### config.mk
export PLATFORM = sky130hd
export DESIGN_NAME = blsq_front
export DESIGN_NICKNAME = d
export VERILOG_FILES = /design/src/sv/blsq_pkg.sv /design/src/sv/blsq_front.sv
export SDC_FILE = /design/constraint.sdc
export NUM_CORES = 1
export LEC_CHECK = 0
export ABC_AREA = 1
export BUFFER_PORTS_ARGS = -buffer_cell sky130_fd_sc_hd__buf_2
export CAP_MARGIN = 30
export CORE_MARGIN = 1.5
export CORE_UTILIZATION = 55
export CTS_CLUSTER_DIAMETER = 50
export DETAILED_ROUTE_END_ITERATION = 7
export GPL_TIMING_DRIVEN = 0
export PLACE_DENSITY = 0.77
export SYNTH_ARGS = -nofsm -noshare
export SYNTH_HDL_FRONTEND = slang
export SYNTH_SLANG_ARGS = --single-unit
### constraint.sdc
create_clock -name clk_i -period 3.57 [get_ports clk_i]
set_clock_uncertainty 0.15 [all_clocks]
set_input_delay 0.714 -clock clk_i [delete_from_list [all_inputs] [get_ports clk_i]]
set_output_delay 0.714 -clock clk_i [all_outputs]
set_load 0.03 [all_outputs]
### src/sv/blsq_pkg.sv
// Shared types, constants and helpers for the batch squared L2 distance block.
`timescale 1ns / 1ps

package blsq_pkg;

  localparam int unsigned MAX_LENGTH   = 1024;
  localparam int unsigned ELEMENT_BITS = 16;
  localparam int unsigned ADDR_W       = $clog2(MAX_LENGTH);
  localparam int unsigned LEN_W        = 11;
  localparam int unsigned SUM_W        = 43;
  localparam int unsigned DIST_W       = 42;
  localparam int unsigned COUNT_W      = 32;
  localparam int unsigned SQ_W         = 2 * ELEMENT_BITS;
  localparam int unsigned LEN_RESET    = 128;

  typedef enum logic {
    FUNC_QUERY    = 1'b0,
    FUNC_DATABASE = 1'b1
  } func_e;

  typedef struct packed {
    func_e                          func;
    logic signed [ELEMENT_BITS-1:0] element;
  } in_req_t;

  typedef struct packed {
    logic [DIST_W-1:0]  distance;
    logic [COUNT_W-1:0] vector_number;
  } out_req_t;

  // Classified request handed from front to back
  typedef struct packed {
    func_e                          func;
    logic [ADDR_W-1:0]              addr;
    logic signed [ELEMENT_BITS-1:0] element;
    logic                           first;
    logic                           last;
    logic [COUNT_W-1:0]             vector_number;
  } cmd_t;

  // Clamp the length register to 1..MAX_LENGTH
  function automatic logic [LEN_W-1:0] eff_len(input logic [LEN_W-1:0] raw);
    logic [LEN_W-1:0] res;
    res = raw;
    if (raw == '0) begin
      res = LEN_W'(1);
    end else if (raw > LEN_W'(MAX_LENGTH)) begin
      res = LEN_W'(MAX_LENGTH);
    end
    return res;
  endfunction

endpackage

### src/sv/blsq_front.sv
// Front end: accepts requests, tracks positions and counts, queues classified commands.
`timescale 1ns / 1ps

module blsq_front (
  input  logic             clk_i,
  input  logic             rst_ni,
  input  logic             push_i,
  input  blsq_pkg::in_req_t req_i,
  output logic             full_o,
  input  logic [blsq_pkg::LEN_W-1:0] len_i,
  output logic             cmd_valid_o,
  output blsq_pkg::cmd_t   cmd_o,
  input  logic             cmd_pop_i
);

  localparam int unsigned CQ_DEPTH = 4;
  localparam int unsigned CQ_PTR_W = $clog2(CQ_DEPTH);
  localparam int unsigned CQ_CNT_W = CQ_PTR_W + 1;

  logic [blsq_pkg::ADDR_W-1:0]  qpos_q, qpos_d, dpos_q, dpos_d, wpos;
  logic [blsq_pkg::COUNT_W-1:0] vcnt_q, vcnt_d;
  logic [blsq_pkg::LEN_W-1:0]   qnext, dnext;
  logic                         accept, do_pop;
  blsq_pkg::cmd_t               cmd_in;

  blsq_pkg::cmd_t               cq_mem [CQ_DEPTH];
  logic [CQ_PTR_W-1:0]          head_q, tail_q;
  logic [CQ_CNT_W-1:0]          cnt_q;

  assign full_o      = (cnt_q == CQ_CNT_W'(CQ_DEPTH));
  assign accept      = push_i && !full_o;
  assign cmd_valid_o = (cnt_q != '0);
  assign do_pop      = cmd_pop_i && cmd_valid_o;
  assign cmd_o       = cq_mem[head_q];

  always_comb begin
    qpos_d = qpos_q;
    dpos_d = dpos_q;
    vcnt_d = vcnt_q;
    wpos   = (blsq_pkg::LEN_W'(qpos_q) >= len_i) ? '0 : qpos_q;
    qnext  = blsq_pkg::LEN_W'(wpos) + 1'b1;
    dnext  = blsq_pkg::LEN_W'(dpos_q) + 1'b1;

    cmd_in.func          = req_i.func;
    cmd_in.element       = req_i.element;
    cmd_in.addr          = dpos_q;
    cmd_in.first         = (dpos_q == '0);
    cmd_in.last          = (dnext >= len_i);
    cmd_in.vector_number = vcnt_q;

    if (req_i.func == blsq_pkg::FUNC_QUERY) begin
      cmd_in.addr  = wpos;
      cmd_in.first = 1'b0;
      cmd_in.last  = 1'b0;
      if (accept) begin
        qpos_d = (qnext >= len_i) ? '0 : qnext[blsq_pkg::ADDR_W-1:0];
        dpos_d = '0;
        vcnt_d = '0;
      end
    end else if (accept) begin
      if (cmd_in.last) begin
        dpos_d = '0;
        vcnt_d = vcnt_q + 1'b1;
      end else begin
        dpos_d = dnext[blsq_pkg::ADDR_W-1:0];
      end
    end
  end

  always_ff @(posedge clk_i or negedge rst_ni) begin
    if (!rst_ni) begin
      qpos_q <= '0;
      dpos_q <= '0;
      vcnt_q <= '0;
      head_q <= '0;
      tail_q <= '0;
      cnt_q  <= '0;
    end else begin
      qpos_q <= qpos_d;
      dpos_q <= dpos_d;
      vcnt_q <= vcnt_d;
      if (accept) begin
        tail_q <= tail_q + 1'b1;
      end
      if (do_pop) begin
        head_q <= head_q + 1'b1;
      end
      if (accept && !do_pop) begin
        cnt_q <= cnt_q + 1'b1;
      end else if (!accept && do_pop) begin
        cnt_q <= cnt_q - 1'b1;
      end
    end
  end

  always_ff @(posedge clk_i) begin
    if (accept) begin
      cq_mem[tail_q] <= cmd_in;
    end
  end

endmodule

==> flow_metrics.tcl <==
set metrics [dict create \
    status "finished with violations" \
    violations "negative setup slack" \
    async_flop_share_pct 19.5 \
    layout_setup_ws_ns -0.106 \
    drive_gt1_share_pct 18.0 \
    worstMarginPinSlew_ns 0.920 \
    internal_power_mw 7.77 \
    max-cap-violations 0 \
    switchingPower_mw 5.35 \
    dpl.hpwl_um 22700 \
    worst_r2r_path_depth 26 \
    rr_endpoint "qpos_q[7]" \
    numCtsBuffers 29 \
    syn-num-nets 1349 \
    antenna_cells 0 \
    clkPwrFrac_pct 22.0 \
    syn_inst 1275 \
    fin_crit_sh_pct 103 \
    start_kind "register" \
    synth_edf_count 244 \
    reg2reg_slack_ns -0.11 \
    rows 57 \
    p_sw_share_pct 40.8 \
    rsz0062_at_grt "yes" \
    end_kind "register" \
    yosysTopAreaCell "edfxtp_1" \
    wl_per_cell_um 19.1 \
    pwr-share-seq_pct 37.6 \
    setup_viol 10 \
    cp_max_fo 6 \
    hold_class "input port to asynchronous set/reset pin" \
    crit_type "register to register" \
    clkLatencyLatePin_ns 0.54 \
    pin_count 95 \
    arrival_ns 4.01 \
    ys_ff_latch 303 \
    dieArea_um2 26000 \
    io_buffers 94 \
    grt-ovfl-total 0 \
    die_w_um 161 \
    fin_cells 1776 \
    min_period_ns 3.68 \
    drv_slew 0 \
    setup_tns_ns -0.730 \
    synth-warning-count 0 \
    initialDrtViolationCount 968 \
    required_ns 3.91 \
    r2r-start "qpos_q[9]" \
    syn_area_per_cell_um2 10.8 \
    hold_viol 0 \
    die_height_um 161 \
    clock.fmax_mhz 272 \
    clk_path_buf_depth 3 \
    most-common-layout-cells "244 x edfxtp_1, 186 x nor2_1, 181 x nand2_1" \
    synth_top_area_share_pct 53.2 \
    ir_drop_mv 0.412 \
    h-tree-depth 1 \
    cts_tree "built" \
    cp-endpoint "qpos_q[7]" \
    grt.total_usage_pct 26.0 \
    initial_utilization_pct 56.3 \
    cts_sinks 303 \
    cpMaxStageDelayCell "dfrtp_1" \
    root_buffer "clkbuf_16" \
    relSlewSlack_pct 38.1 \
    antenna_left 0 \
    seq_area_frac_synth_pct 63.9 \
    viasPerCell 5.76 \
    final_common_cell "edfxtp_1" \
    synth_area_leaders "edfxtp_1 53%, dfrtp_1 11%, o21ai_0 5.4%" \
    place_inst 1702 \
    post-route-drc-count 0 \
    antenna_found_initial 0 \
    grt_max_degree 33 \
    vias 10232 \
    critPathLaunch "qpos_q[9]" \
    cellPowerDensity_nw_per_um2 810 \
    leakagePower_nw 6.31 \
    gp_congestion 0.957 \
    path_clk_slew_ns 0.06 \
    core_region_area_um2 24500 \
    power_frac_comb_pct 40.4 \
    finalWirelength_um 33900 \
    synth_cell_type_count 41 \
    ys.flop_type "edfxtp_1" \
    fin_nets 1503 \
    p_total_mw 13.1 \
    first_pass_iters 5 \
    grt_pass1_wl_um 52600 \
    first_global_vias 9863 \
    syn2layout_area_growth_pct 17.7 \
    synth_area_um2 13800 \
    max_stage_delay_ns 0.42 \
]
[critical path, delay by kind of cell, from the launching register on]
kind            cells  cell delay, ns
buf+inv             7            0.45
simple gates       14            1.61
fa+ha+maj           3            0.69
flops               1            0.42
compound gates      2            0.31
[cell families after synthesis]
kind of cell               share of synthesized area [%]
adders and majority gates                           3.87
DFF                                                 63.9
buffers and inverters                               4.17
and+or+nand+nor                                     16.1
AOI/OAI and AO/OA                                   9.21
xor gates and xnor gates                            2.61
muxes                                             0.0818
[synth_stat cells (5+ instances only)]
cell	n
clkbuf_1	45
nand3_1	58
edfxtp_1	244
a21oi_1	13
o22ai_1	65
nor3_1	18
nand2_1	189
inv_2	5
inv_1	84
dfrtp_1	59
xor2_1	31
xnor2_1	10
o21ai_0	149
ha_1	41
nand4_1	26
nor2_1	196
[repair_timing]
item	in CTS	in global routing
cloned	0	0
hold buffers	0	0
endpoints found under the setup margin	72	51
setup buffers	10	10
gates resized for setup	19	33
pin swaps	12	22
[area by class of cell]
| class | instances | area (um2) |
|---|---|---|
| Inverter | 90 | 345 |
| Sequential cell | 303 | 8800 |
| Fill cell | 1779 | 8260 |
| Clock buffer | 45 | 846 |
| Buffer | 55 | 246 |
| Clock inverter | 9 | 53.8 |
| Timing Repair Buffer | 123 | 838 |
| Multi-Input combinational cell | 827 | 4670 |
| Tap cell | 324 | 405 |
[sequential cells by signal (all words and copies together) (netlist names)]
register / count
cq_mem: 244
vcnt_q: 32
dpos_q: 10
qpos_q: 10
cnt_q: 3
head_q: 2
tail_q: 2
[metal layers]
metal	vias to the layer above	share of wire (%)	track usage, %
met5	-	0	0
met2	431	50	44.4
met1	4960	41	35.8
met4	0	2.0	6.69
met3	59	6.8	2.75
li1	4782	-	-
[power groups by stage]
stage	registers [mW]	logic (mW)	clock network (mW)
finish	4.93	5.31	2.89
global route	4.98	5.73	3.05
CTS	4.92	5.23	2.91
detailed placement	4.99	5.12	0
global placement	5.06	4.83	0
floorplan	4.94	3.39	0
[worst min path at each step]
stage	endpoint	cells after the start	from
after CTS	qpos_q[8]	1	rst_ni
after detailed placement	dpos_q[8]	2	dpos_q[8]
after global placement	dpos_q[8]	2	dpos_q[8]
after floorplan	cnt_q[0]	0	rst_ni
final	qpos_q[8]	1	rst_ni
after global routing	qpos_q[8]	1	rst_ni
[through the flow]
step | setup WS, ns | utilization [%] | hold slack [ns] | cell area, um2
2_1_floorplan | -0.662 | - | 0.268 | 13900
3_3_place_gp | -2.84 | 60.2 | 0.348 | 14700
3_5_place_dp | -0.786 | 61.2 | 0.356 | 15000
4_1_cts | 0.00256 | 65.5 | 0.112 | 16000
5_1_grt | -0.286 | 66.2 | 0.158 | 16200
6_report | -0.106 | 66.2 | 0.0941 | 16200
Note: power is estimated with default switching activity, not from simulation.
